## config.mk

```make
export PLATFORM = sky130hd
export DESIGN_NAME = host_target_command_bridge_top
export DESIGN_NICKNAME = d
export VERILOG_FILES = /design/src/hdl/htcb_pkg.sv /design/src/hdl/htcb_decode.sv /design/src/hdl/host_target_command_bridge_top.sv
export SDC_FILE = /design/constraint.sdc
export NUM_CORES = 1
export LEC_CHECK = 0
export BUFFER_PORTS_ARGS = -buffer_cell sky130_fd_sc_hd__buf_2
export CAP_MARGIN = 20
export CORE_MARGIN = 3
export CORE_UTILIZATION = 55
export DETAILED_ROUTE_END_ITERATION = 7
export GPL_TIMING_DRIVEN = 0
export PLACE_DENSITY = 0.87
export SYNTH_ARGS = -nofsm -noshare
export SYNTH_HDL_FRONTEND = slang
export SYNTH_SLANG_ARGS = --single-unit
export TNS_END_PERCENT = 5
```

## constraint.sdc

```tcl
create_clock -name clk -period 13.6 [get_ports clk]
set_input_delay 2.72 -clock clk [delete_from_list [all_inputs] [get_ports clk]]
set_output_delay 2.72 -clock clk [all_outputs]
set_load 0.1 [all_outputs]
```

## src/hdl/htcb_pkg.sv

```systemverilog
// types and constants shared by the host/target command bridge
`default_nettype none
package htcb_pkg;

  localparam int CoreW    = 5;
  localparam int MemW     = 20;
  localparam int AddrW    = 40;
  localparam int DataW    = 64;
  localparam int ReqAddrW = 43;
  localparam int SeqW     = 8;
  localparam int SizeW    = 12;
  localparam int RegNumW  = 20;

  // event kinds
  localparam logic [1:0] OP_HOST       = 2'd0;
  localparam logic [1:0] OP_CREG_REPLY = 2'd1;
  localparam logic [1:0] OP_MEM_REPLY  = 2'd2;

  // packet commands
  localparam logic [2:0] CMD_MEM_READ   = 3'd0;
  localparam logic [2:0] CMD_MEM_WRITE  = 3'd1;
  localparam logic [2:0] CMD_READ_CREG  = 3'd2;
  localparam logic [2:0] CMD_WRITE_CREG = 3'd3;

  // target request kinds
  localparam logic [1:0] REQ_NONE = 2'd0;
  localparam logic [1:0] REQ_MEM  = 2'd1;
  localparam logic [1:0] REQ_CREG = 2'd2;

  // status codes
  localparam logic [1:0] ST_OK   = 2'd0;
  localparam logic [1:0] ST_BUSY = 2'd1;
  localparam logic [1:0] ST_BAD  = 2'd2;

  // configuration register index (byte address bit 2)
  localparam logic REG_CORE_COUNT = 1'b0;
  localparam logic REG_MEM_SIZE   = 1'b1;

  // system register space
  localparam logic [RegNumW-1:0] SYS_CORE_ID   = 20'hFFFFF;
  localparam logic [RegNumW-1:0] SYS_REG_CORES = 20'd0;
  localparam logic [RegNumW-1:0] SYS_REG_MEM   = 20'd1;

  localparam logic [SizeW-1:0] ONE_DWORD = 12'd1;

  typedef struct packed {
    logic [1:0]       opcode;
    logic [2:0]       command;
    logic [SeqW-1:0]  packet_seq;
    logic [SizeW-1:0] packet_size;
    logic [AddrW-1:0] packet_addr;
    logic [DataW-1:0] data;
  } item_t;

  typedef struct packed {
    logic                ack_valid;
    logic [SeqW-1:0]     ack_seq;
    logic                ack_has_data;
    logic [DataW-1:0]    ack_data;
    logic [1:0]          req_kind;
    logic [ReqAddrW-1:0] req_addr;
    logic [DataW-1:0]    req_data;
    logic                req_write;
    logic                target_in_reset;
    logic [1:0]          status;
  } result_t;

  typedef struct packed {
    logic            waiting_target;
    logic [SeqW-1:0] expected_seq;
    logic [SeqW-1:0] pending_seq;
    logic            reset_flag;
  } bridge_state_t;

  typedef struct packed {
    logic [CoreW-1:0] core_count;
    logic [MemW-1:0]  mem_size_mib;
  } cfg_t;

endpackage
`default_nettype wire

```

## src/hdl/htcb_decode.sv

```systemverilog
// packet check, decode and local answers for one item
`default_nettype none
module htcb_decode #(
  parameter int unsigned DATA_ALIGN     = 8,
  parameter int unsigned RESET_REG_NUM  = 1922,
  parameter int unsigned HARTID_REG_NUM = 3856
) (
  input  htcb_pkg::item_t         item,
  input  htcb_pkg::bridge_state_t state,
  input  htcb_pkg::cfg_t          cfg,
  output htcb_pkg::bridge_state_t state_next,
  output htcb_pkg::result_t       result
);
  import htcb_pkg::*;

  logic [RegNumW-1:0]  core_id;
  logic [RegNumW-1:0]  reg_num;
  logic [ReqAddrW-1:0] byte_addr;
  logic                packet_ok;
  logic                is_write;
  logic                taken;

  assign core_id   = item.packet_addr[AddrW-1:RegNumW];
  assign reg_num   = item.packet_addr[RegNumW-1:0];
  assign byte_addr = ReqAddrW'({{(ReqAddrW-AddrW){1'b0}}, item.packet_addr}
                     * ReqAddrW'(DATA_ALIGN));
  assign packet_ok = (item.packet_seq == state.expected_seq)
                     && (item.packet_size == ONE_DWORD) && !item.command[2];
  assign is_write  = (item.command == CMD_MEM_WRITE) || (item.command == CMD_WRITE_CREG);

  always_comb begin
    result     = '0;
    state_next = state;
    taken      = 1'b0;
    case (item.opcode) inside
      OP_HOST: begin
        if (state.waiting_target) begin
          result.status = ST_BUSY;
        end else if (!packet_ok) begin
          result.status = ST_BAD;
        end else if ((item.command == CMD_MEM_READ) || (item.command == CMD_MEM_WRITE)) begin
          taken            = 1'b1;
          result.req_kind  = REQ_MEM;
          result.req_addr  = byte_addr;
          result.req_write = is_write;
          result.req_data  = is_write ? item.data : '0;
          if (is_write) begin
            result.ack_valid = 1'b1;
            result.ack_seq   = state.expected_seq;
          end else begin
            state_next.pending_seq    = state.expected_seq;
            state_next.waiting_target = 1'b1;
          end
        end else if (core_id == SYS_CORE_ID) begin
          taken               = 1'b1;
          result.ack_valid    = 1'b1;
          result.ack_seq      = state.expected_seq;
          result.ack_has_data = 1'b1;
          if (reg_num == SYS_REG_CORES) begin
            result.ack_data = DataW'(cfg.core_count);
          end else if (reg_num == SYS_REG_MEM) begin
            result.ack_data = DataW'(cfg.mem_size_mib);
          end else begin
            result.ack_data = '1;
          end
        end else if (core_id >= RegNumW'(cfg.core_count)) begin
          result.status = ST_BAD;
        end else if (is_write && (reg_num == RegNumW'(RESET_REG_NUM))) begin
          taken               = 1'b1;
          result.ack_valid    = 1'b1;
          result.ack_seq      = state.expected_seq;
          result.ack_has_data = 1'b1;
          result.ack_data     = DataW'(state.reset_flag);
          if (!item.data[0]) begin
            state_next.reset_flag = 1'b0;
          end
        end else if (reg_num == RegNumW'(HARTID_REG_NUM)) begin
          taken               = 1'b1;
          result.ack_valid    = 1'b1;
          result.ack_seq      = state.expected_seq;
          result.ack_has_data = 1'b1;
          result.ack_data     = DataW'(1);
        end else begin
          taken                     = 1'b1;
          result.req_kind           = REQ_CREG;
          result.req_addr           = ReqAddrW'(reg_num);
          result.req_write          = is_write;
          result.req_data           = is_write ? item.data : '0;
          state_next.pending_seq    = state.expected_seq;
          state_next.waiting_target = 1'b1;
        end
      end
      OP_CREG_REPLY, OP_MEM_REPLY: begin
        if (state.waiting_target) begin
          result.ack_valid          = 1'b1;
          result.ack_seq            = state.pending_seq;
          result.ack_has_data       = 1'b1;
          result.ack_data           = item.data;
          state_next.waiting_target = 1'b0;
        end
      end
      default: begin
        result.status = ST_BAD;
      end
    endcase
    if (taken) begin
      state_next.expected_seq = state.expected_seq + SeqW'(1);
    end
    result.target_in_reset = state_next.reset_flag;
  end

endmodule
`default_nettype wire

```

## src/hdl/host_target_command_bridge_top.sv

```systemverilog
// host/target command bridge top level: input register, decode, result register, config
//
// channel  | handshake                  | payload
// ---------+----------------------------+-----------------------------------------------
// item     | item_valid / item_stall    | opcode command packet_seq packet_size
//          |                            | packet_addr data
// result   | result_valid / result_stall| ack_* req_* target_in_reset status
// config   | psel penable pwrite pready | paddr pwdata prdata (0: core_count, 4: mem_size)
//
// one item per cycle unless results stall; results are registered from the input register
// the decode stage sets the rate: it reads and updates the bridge state in the same cycle
// rst resets the bridge state (reset flag set), both valid flags and the config registers
// a stalled result holds the result register; the input register still takes one more item
`default_nettype none
module host_target_command_bridge_top #(
  parameter int unsigned DATA_ALIGN     = 8,
  parameter int unsigned RESET_REG_NUM  = 1922,
  parameter int unsigned HARTID_REG_NUM = 3856
) (
  input  wire logic        clk,
  input  wire logic        rst,
  // config port
  input  wire logic        psel,
  input  wire logic        penable,
  input  wire logic        pwrite,
  input  wire logic [2:0]  paddr,
  input  wire logic [31:0] pwdata,
  output logic [31:0]      prdata,
  output logic             pready,
  // item channel
  input  wire logic        item_valid,
  output logic             item_stall,
  input  wire logic [1:0]  opcode,
  input  wire logic [2:0]  command,
  input  wire logic [htcb_pkg::SeqW-1:0]  packet_seq,
  input  wire logic [htcb_pkg::SizeW-1:0] packet_size,
  input  wire logic [htcb_pkg::AddrW-1:0] packet_addr,
  input  wire logic [htcb_pkg::DataW-1:0] data,
  // result channel
  output logic             result_valid,
  input  wire logic        result_stall,
  output logic             ack_valid,
  output logic [htcb_pkg::SeqW-1:0]     ack_seq,
  output logic             ack_has_data,
  output logic [htcb_pkg::DataW-1:0]    ack_data,
  output logic [1:0]       req_kind,
  output logic [htcb_pkg::ReqAddrW-1:0] req_addr,
  output logic [htcb_pkg::DataW-1:0]    req_data,
  output logic             req_write,
  output logic             target_in_reset,
  output logic [1:0]       status
);
  import htcb_pkg::*;

  cfg_t          cfg;
  bridge_state_t state;
  bridge_state_t state_next;
  item_t         in_item;
  logic          in_full;
  result_t       dec_result;
  result_t       result;
  logic          item_take;
  logic          advance;
  logic          cfg_write;

  // config registers
  assign pready    = 1'b1;
  assign cfg_write = psel && penable && pwrite;

  always_ff @(posedge clk) begin
    if (rst) begin
      cfg.core_count   <= CoreW'(1);
      cfg.mem_size_mib <= '0;
    end else if (cfg_write) begin
      unique case (paddr[2])
        REG_CORE_COUNT: cfg.core_count   <= pwdata[CoreW-1:0];
        REG_MEM_SIZE:   cfg.mem_size_mib <= pwdata[MemW-1:0];
        default: ;
      endcase
    end
  end

  always_comb begin
    unique case (paddr[2])
      REG_CORE_COUNT: prdata = 32'(cfg.core_count);
      REG_MEM_SIZE:   prdata = 32'(cfg.mem_size_mib);
      default:        prdata = '0;
    endcase
  end

  // handshake
  assign advance    = in_full && !(result_valid && result_stall);
  assign item_stall = in_full && result_valid && result_stall;
  assign item_take  = item_valid && !item_stall;

  always_ff @(posedge clk) begin
    if (rst) begin
      in_full <= 1'b0;
    end else if (item_take) begin
      in_full <= 1'b1;
    end else if (advance) begin
      in_full <= 1'b0;
    end
  end

  always_ff @(posedge clk) begin
    if (item_take) begin
      in_item.opcode      <= opcode;
      in_item.command     <= command;
      in_item.packet_seq  <= packet_seq;
      in_item.packet_size <= packet_size;
      in_item.packet_addr <= packet_addr;
      in_item.data        <= data;
    end
  end

  htcb_decode #(
    .DATA_ALIGN     (DATA_ALIGN),
    .RESET_REG_NUM  (RESET_REG_NUM),
    .HARTID_REG_NUM (HARTID_REG_NUM)
  ) u_decode (
    .item       (in_item),
    .state      (state),
    .cfg        (cfg),
    .state_next (state_next),
    .result     (dec_result)
  );

  always_ff @(posedge clk) begin
    if (rst) begin
      state.waiting_target <= 1'b0;
      state.expected_seq   <= '0;
      state.pending_seq    <= '0;
      state.reset_flag     <= 1'b1;
      result_valid         <= 1'b0;
    end else if (advance) begin
      state        <= state_next;
      result_valid <= 1'b1;
    end else if (!result_stall) begin
      result_valid <= 1'b0;
    end
  end

  always_ff @(posedge clk) begin
    if (advance) begin
      result <= dec_result;
    end
  end

  assign ack_valid       = result.ack_valid;
  assign ack_seq         = result.ack_seq;
  assign ack_has_data    = result.ack_has_data;
  assign ack_data        = result.ack_data;
  assign req_kind        = result.req_kind;
  assign req_addr        = result.req_addr;
  assign req_data        = result.req_data;
  assign req_write       = result.req_write;
  assign target_in_reset = result.target_in_reset;
  assign status          = result.status;

  // the target reset flag is only ever cleared
  a_reset_flag_never_sets: assert property (@(posedge clk) disable iff (rst)
    !$rose(state.reset_flag))
    else $error("target reset flag set again");

  // a refused item carries neither ack nor request
  a_refused_is_silent: assert property (@(posedge clk) disable iff (rst)
    result_valid && (result.status != ST_OK) |->
      !result.ack_valid && (result.req_kind == REQ_NONE))
    else $error("refused item produced ack or request");

  // an ack without data only answers a memory write
  a_dataless_ack_is_mem_write: assert property (@(posedge clk) disable iff (rst)
    result_valid && result.ack_valid && !result.ack_has_data |->
      (result.req_kind == REQ_MEM) && result.req_write)
    else $error("ack without data not from memory write");

  // a read request to the target leaves the bridge waiting
  a_read_req_waits: assert property (@(posedge clk) disable iff (rst)
    advance && (dec_result.req_kind != REQ_NONE) && !dec_result.req_write |=>
      state.waiting_target && !result.ack_valid)
    else $error("read request issued without waiting on target");

endmodule
`default_nettype wire

```

==> impl_metrics.yaml, run 1 <==
outcome:
  status: "finished, final reports clean"
floorplanning:
  placementRows: 57
  floorplan.initialDensity_pct: 56.18
  core-area_um2: 24460
  ios: 393
  die_area_um2: 26920
  die_h_um: 164.1
  die_w_um: 164.1
run:
  drv_cap: 0
timing:
  skew_ns: 0.02097
  fin_tns_setup_ns: 0
  fmax_ghz: 0.1491
  maxSlewHeadroom_pct: 43.87
  rsz0062_at_grt: "no"
  hold_viol: 0
  worst-slew-pin-transition_ns: 0.8343
  setup_viol: 0
  setup_slack_ns: 6.891
  finalMaxSlewViolations: 0
  fin_crit_sh_pct: 49.33
  fin_crit_ns: 6.709
global_route:
  grt_usage_pct: 25.17
  antenna_found_initial: 2
  grt_max_degree: 102
  grt-ovfl-total: 0
  grt_pass1_vias: 9163
  grt_first_pass_wirelength_um: 51370
hold_path:
  min_path_type: "flip-flop to flip-flop"
synthesis:
  synthCells: 971
  netlist.area_leader.share_pct: 69.05
  synth_top_cell_by_area: "edfxtp_1"
  synth_edf_count: 316
  ys_warn_count: 0
  ys_top_cells_by_area: "edfxtp_1 (69%), dfxtp_1 (6.6%), and2_1 (4.8%), nand2_1 (4.3%), a22o_1 (1.6%)"
  synthArstFlopShare_pct: 0
  synth_top_flop_cell: "edfxtp_1"
  yosysUniqueCellTypes: 54
  syn_area_um2: 13740
  syn_area_per_cell_um2: 14.15
  synth_seq_cells: 361
  seq_area_frac_synth_pct: 75.61
worst_setup_path:
  path_class: "primary input to output pin"
  setup.worst_path.start_class: "primary input"
  worstPathMaxFanout: 10
  worstPathRequired_ns: 10.88
  worstPathArrival_ns: 3.99
  end_kind: "output pin"
power_and_ir_drop:
  clock_power_share_pct: 39.4
  p_leak_nw: 6.931
  internal_power_mw: 1.945
  power_density_nw_per_um2: 152.0
  p_sw_share_pct: 26.57
  ir_drop_mv: 0.09287
  pwr-share-comb_pct: 12.2
  p_sw_mw: 0.7036
  power_frac_seq_pct: 48.4
  power_mw: 2.649
placed_design:
  gp_congestion: 0.9033
  pre_cts_ws_ns: 6.913
  dp.cells: 1676
  dp_hpwl_um: 25140
  port-buffer-count: 365
routing:
  routedWlPerCell_um: 20.24
  drc: 0
  routed_wl_um: 35370
  vias: 9532
  drt-pass1-iter-count: 5
  drt-initial-drc-count: 1113
  avgViaCountPerCell: 5.453
  ant_nets: 0
layout:
  area_growth_pct: 26.76
  final_nets: 1570
  final_core_util_pct: 71.21
  final.fill_count: 1555
  final_cells: 1748
  drive_above_1_share_pct: 32.82
clocking:
  numCtsBuffers: 37
  h-tree-depth: 2
  cts_resized: 0
  clkTransAtPathRegs_ns: 0.06
  cts_sinks: 361
  cts_tree: "done"
  clockRootBuffer: "clkbuf_16"
  cts_hold_buf: 0
  cts.path.max_buffers: 3
  clkLatencyLatePin_ns: 0.51
  postCtsSetupBuffers: 0
## placed cells by master (no fill, tap or decap), types with 5 or more instances in the layout
cell       count
and2_1       105
nand2b_1      11
nor3_1         9
nor4_1        11
clkinv_1       5
clkbuf_16     39
clkbuf_2       5
a21oi_1       30
ha_1           8
nand4_1       16
buf_2        369
bufinv_16      6
inv_1         10
clkinv_2       7
clkbuf_1      45
edfxtp_1     316
conb_1        13
mux2i_1        5
o21ai_0       31
nor2_1        47
dfxtp_1       45
buf_4         13
nand3_1        9
xnor2_1        9
a22o_1        25
nand2_1      158
## cell type report
type | instances | area, um2 | area share [%]
timing repair buffer | 370 | 1942 | 11.15
clock buffer | 47 | 1006 | 5.775
sequential | 361 | 10390 | 59.65
antenna | 4 | 10.01 | 0.05746
buffer | 62 | 300.3 | 1.724
tap | 324 | 405.4 | 2.327
inverter | 11 | 48.80 | 0.2801
multi-input combinational | 548 | 3059 | 17.56
clock inverter | 21 | 257.7 | 1.480
## kinds of logic (layout without fill, tap and decap cells)
kind of cell               after synthesis  after routing  synth area share [%]
and+or+nand+nor                        396            396                 14.42
xor gates and xnor gates                 9              9                0.5736
other                                    2             17               0.05465
adders and majority gates                8              8                0.7284
DFF                                    361            361                 75.61
AOI/OAI and AO/OA                      113            113                 5.436
buffers and inverters                   73            511                 2.486
muxes                                    9              9                0.6920
## cell usage after synthesis, types with 13 or more instances
master,n
a21oi_1,30
a22o_1,25
and2_1,105
buf_4,13
clkbuf_1,37
dfxtp_1,45
edfxtp_1,316
nand2_1,158
nand4_1,16
nor2_1,47
o21ai_0,31
## final timing paths
check / depth (start not counted) / slack [ns] / from / end
worst max-delay path: 5 / 6.89 / paddr[2] / prdata[1]
worst min-delay path: 2 / 0.47 / cfg[17]$_SDFFE_PP0P_ / cfg[17]$_SDFFE_PP0P_
worst max register to register: 10 / 10.12 / result_valid$_SDFFE_PP0P_ / state[15]$_SDFFE_PP0P_
worst min register to register: 2 / 0.47 / cfg[17]$_SDFFE_PP0P_ / cfg[17]$_SDFFE_PP0P_
## state kept, by name (all words and copies together) (netlist names)
register and count:
state 18, result_valid 1, cfg 25, ack_data 64, req_data 64, ack_has_data 1, status 2, req_kind 2
req_addr 43, ack_valid 1, in_full 1, req_write 1, in_item 129, ack_seq 8, target_in_reset 1
## routing by layer
metal	vias up	routed length (um)	global-route usage [%]	part of all wire (%)
met3	94	3245	5.195	9.2
li1	4327	-	-	-
met4	0	1343	10.53	3.8
met1	4505	12460	29.87	35
met2	606	18320	44.63	52
met5	-	0	0	0
## worst max-delay path: stages
cell,delay (ns)
buf_2,0.20
clkbuf_1,0.33
nand2_1,0.09
o21ai_0,0.13
buf_2,0.50
## power groups by stage
stage,combinational (mW),sequential (mW),clock (mW)
6_report,0.323,1.28,1.04
5_1_grt,0.332,1.28,1.11
4_1_cts,0.323,1.28,1.06
3_5_place_dp,0.322,1.30,0
3_3_place_gp,0.315,1.31,0
2_1_floorplan,0.0563,1.50,0
## through the flow
stage / cell area, um2 / hold slack (ns)
2_1_floorplan: 13780 / 0.4430
3_3_place_gp: 16020 / 0.4534
3_5_place_dp: 16150 / 0.4603
4_1_cts: 17410 / 0.4690
5_1_grt: 17410 / 0.4937
6_report: 17420 / 0.4721
Power figures use the tool's default switching activity.
==> inputs of run 2 (changes only) <==
Settings changed: ABC_AREA set to 1, CORE_UTILIZATION 55 to 47, PLACE_DENSITY 0.87 to 0.79.
Clock period 13.6 ns to 5.74 ns, I/O delays scaled along.
==> run 2 against run 1 <==
Against the previous run:
- flip-flop and latch count did not move
- clock power rose by 140%
- synthesized cell count rose by 24%
- wire length rose by 12%
- final cell count rose by 17%
- sequential share of layout area fell by 2.4 points
- critical path type unchanged
- largest cell class unchanged
==> impl_metrics.yaml, run 2 <==
layout:
  antenna_cells: 0
  final_area_um2: 18150
  final_core_util_pct: 60.74
  drive_above_1_share_pct: 31.50
  layout.cells.most_common: "buf_2"
  final.fill_count: 2290
  layout_common_cells: "buf_2 (374), edfxtp_1 (316), inv_1 (162)"
  largest_register_ffs: 129
  top_register: "in_item"
  area_growth_pct: 26.15
  final_nets: 1800
  final_cells: 2041
clocking:
  cts_resized: 0
  clkTransAtPathRegs_ns: 0.06
  clkLatencyLatePin_ns: 0.51
  numCtsBuffers: 38
  cts_sinks: 361
  clockRootBuffer: "clkbuf_16"
  cts_hold_buf: 0
  cts_tree: "done"
  h-tree-depth: 2
  postCtsSetupBuffers: 0
  cts.path.max_buffers: 3
synthesis:
  synth_edf_count: 316
  syn_area_um2: 14390
  synth_top_flop_cell: "edfxtp_1"
  synth_common_cells: "edfxtp_1 (316), inv_1 (163), nor2_1 (154)"
  ys_warn_count: 0
  ys_top_cells_by_area: "edfxtp_1 (66%), dfxtp_1 (6.3%), inv_1 (4.3%), nor2_1 (4.0%), nand2_1 (3.5%)"
  yosysMostFrequentCell: "edfxtp_1"
  synth_seq_cells: 361
  syn_area_per_cell_um2: 11.99
  synthCells: 1200
  netlist.area_leader.share_pct: 65.97
  yosysUniqueCellTypes: 37
  seq_area_frac_synth_pct: 72.23
  synthArstFlopShare_pct: 0
  synth_top_cell_by_area: "edfxtp_1"
global_route:
  grt_first_pass_wirelength_um: 60260
  grt_pass1_vias: 10650
  grt_max_degree: 70
  grt-ovfl-total: 0
  antenna_found_initial: 3
  grt_usage_pct: 23.41
worst_setup_path:
  r2r_end: "req_data[33]$_SDFFCE_PP0P_"
  worstPathMaxFanout: 10
  r2r_cells: 12
  path_class: "primary input to output pin"
  end_kind: "output pin"
  worstPathArrival_ns: 2.80
  r2r_start: "in_item[87]$_DFFE_PP_"
  setup.worst_path.start_class: "primary input"
  worstPathRequired_ns: 4.59
  ff2ff_setup_slack_ns: 2.98
  startpoint: "paddr[2]"
routing:
  avgViaCountPerCell: 5.223
  drt-initial-drc-count: 767
  routed_wl_um: 39630
  drc: 0
  routedWlPerCell_um: 19.42
  vias: 10660
  drt-pass1-iter-count: 5
  ant_nets: 0
floorplanning:
  die_h_um: 180.9
  placementRows: 63
  die_area_um2: 32740
  die_w_um: 180.9
  core-area_um2: 29870
  floorplan.initialDensity_pct: 48.15
  ios: 393
run:
  drv_cap: 0
power_and_ir_drop:
  power_density_nw_per_um2: 340.8
  ir_drop_mv: 0.3233
  p_leak_nw: 7.867
timing:
  fin_crit_ns: 3.948
  fmax_ghz: 0.2533
  finalMaxSlewViolations: 0
  hold_viol: 0
  worst-slew-pin-transition_ns: 0.9335
  setup_viol: 0
  skew_ns: 0.01786
  fin_crit_sh_pct: 68.79
  maxSlewHeadroom_pct: 37.62
  rsz0062_at_grt: "no"
outcome:
  status: "finished, final reports clean"
placed_design:
  dp.cells: 1971
  gp_congestion: 0.8804
  port-buffer-count: 364
  placed_cell_area_um2: 16880
  dp_hpwl_um: 29320
hold_path:
  whs_path_depth: 2
  min_path_type: "flip-flop to flip-flop"
  min_to: "state[2]$_SDFFE_PP0P_"
  min_from: "state[2]$_SDFFE_PP0P_"
run 2: changes by cell type after synthesis, sizes merged, moves of 16 or more:
| cell | previous run | this run |
|---|---|---|
| and2 | 105 | 1 |
| nand3 | 9 | 51 |
| clkbuf | 42 | 23 |
| nor2 | 48 | 160 |
| a22o | 25 | 0 |
| o21ai | 32 | 123 |
| nand2 | 158 | 137 |
| inv | 11 | 168 |
| a21oi | 30 | 11 |
| nor3 | 9 | 76 |
| buf | 20 | 36 |
run 2: kinds of logic after synthesis:
family                   Yosys count  synth area share [%]
AND/OR/NAND/NOR                  452                 13.78
flip-flops                       361                 72.23
buffers and inverters            228                 6.767
AO/OA/AOI/OAI                    147                 6.358
adder cells (fa/ha/maj)            8                0.6959
XOR/XNOR                           2                0.1218
other                              2               0.05221
run 2: worst max-delay path by stage:
stage / depth (start not counted) / slack [ns] / to
floorplan: 11 / 0.32 / state[2]$_SDFFE_PP0P_
finish: 5 / 1.79 / prdata[5]
detailed placement: 5 / 1.78 / prdata[5]
global route: 5 / 1.67 / prdata[0]
global placement: 12 / -1.39 / state[2]$_SDFFE_PP0P_
CTS: 5 / 1.74 / prdata[5]
run 2: critical path, stage by stage:
cell and delay (ns):
clkbuf_1 0.34, clkbuf_1 0.54, nand2_1 0.20, inv_1 0.14
buf_2 0.44
run 2: through the flow:
| stage | power [mW] | hold WS, ns | setup slack, ns | TNS [ns] |
|---|---|---|---|---|
| 2_1_floorplan | 3.598 | 0.4407 | 0.3210 | 0 |
| 3_3_place_gp | 3.765 | 0.4518 | -1.385 | -33.96 |
| 3_5_place_dp | 3.773 | 0.4597 | 1.777 | 0 |
| 4_1_cts | 6.229 | 0.4731 | 1.738 | 0 |
| 5_1_grt | 6.377 | 0.4966 | 1.669 | 0 |
| 6_report | 6.184 | 0.4674 | 1.792 | 0 |
run 2: per-layer routing:
layer / global-route usage (%) / vias up / wire length, um
met5: 0 / - / 35
met1: 28.59 / 5034 / 14740
met4: 8.318 / 6 / 1442
li1: - / 4923 / -
met3: 5.698 / 101 / 3737
met2: 40.71 / 596 / 19670
run 2: final cells by class:
cell class	count	area [um2]	area share, %
sequential	361	10390	57.25
inverter	169	639.4	3.523
clock inverter	12	120.1	0.6619
buffer	59	339.1	1.868
multi-input combinational	622	3070	16.92
clock buffer	58	1151	6.343
tap	390	488.0	2.689
timing repair buffer	370	1949	10.74
run 2: power by group:
group	total, mW	internal, mW	switching (mW)	leakage (nW)
registers	3.01	2.97	0.0455	3.45
clock network	2.47	1.48	0.985	0.629
logic	0.706	0.116	0.590	3.79
total	6.18	4.56	1.62	7.87
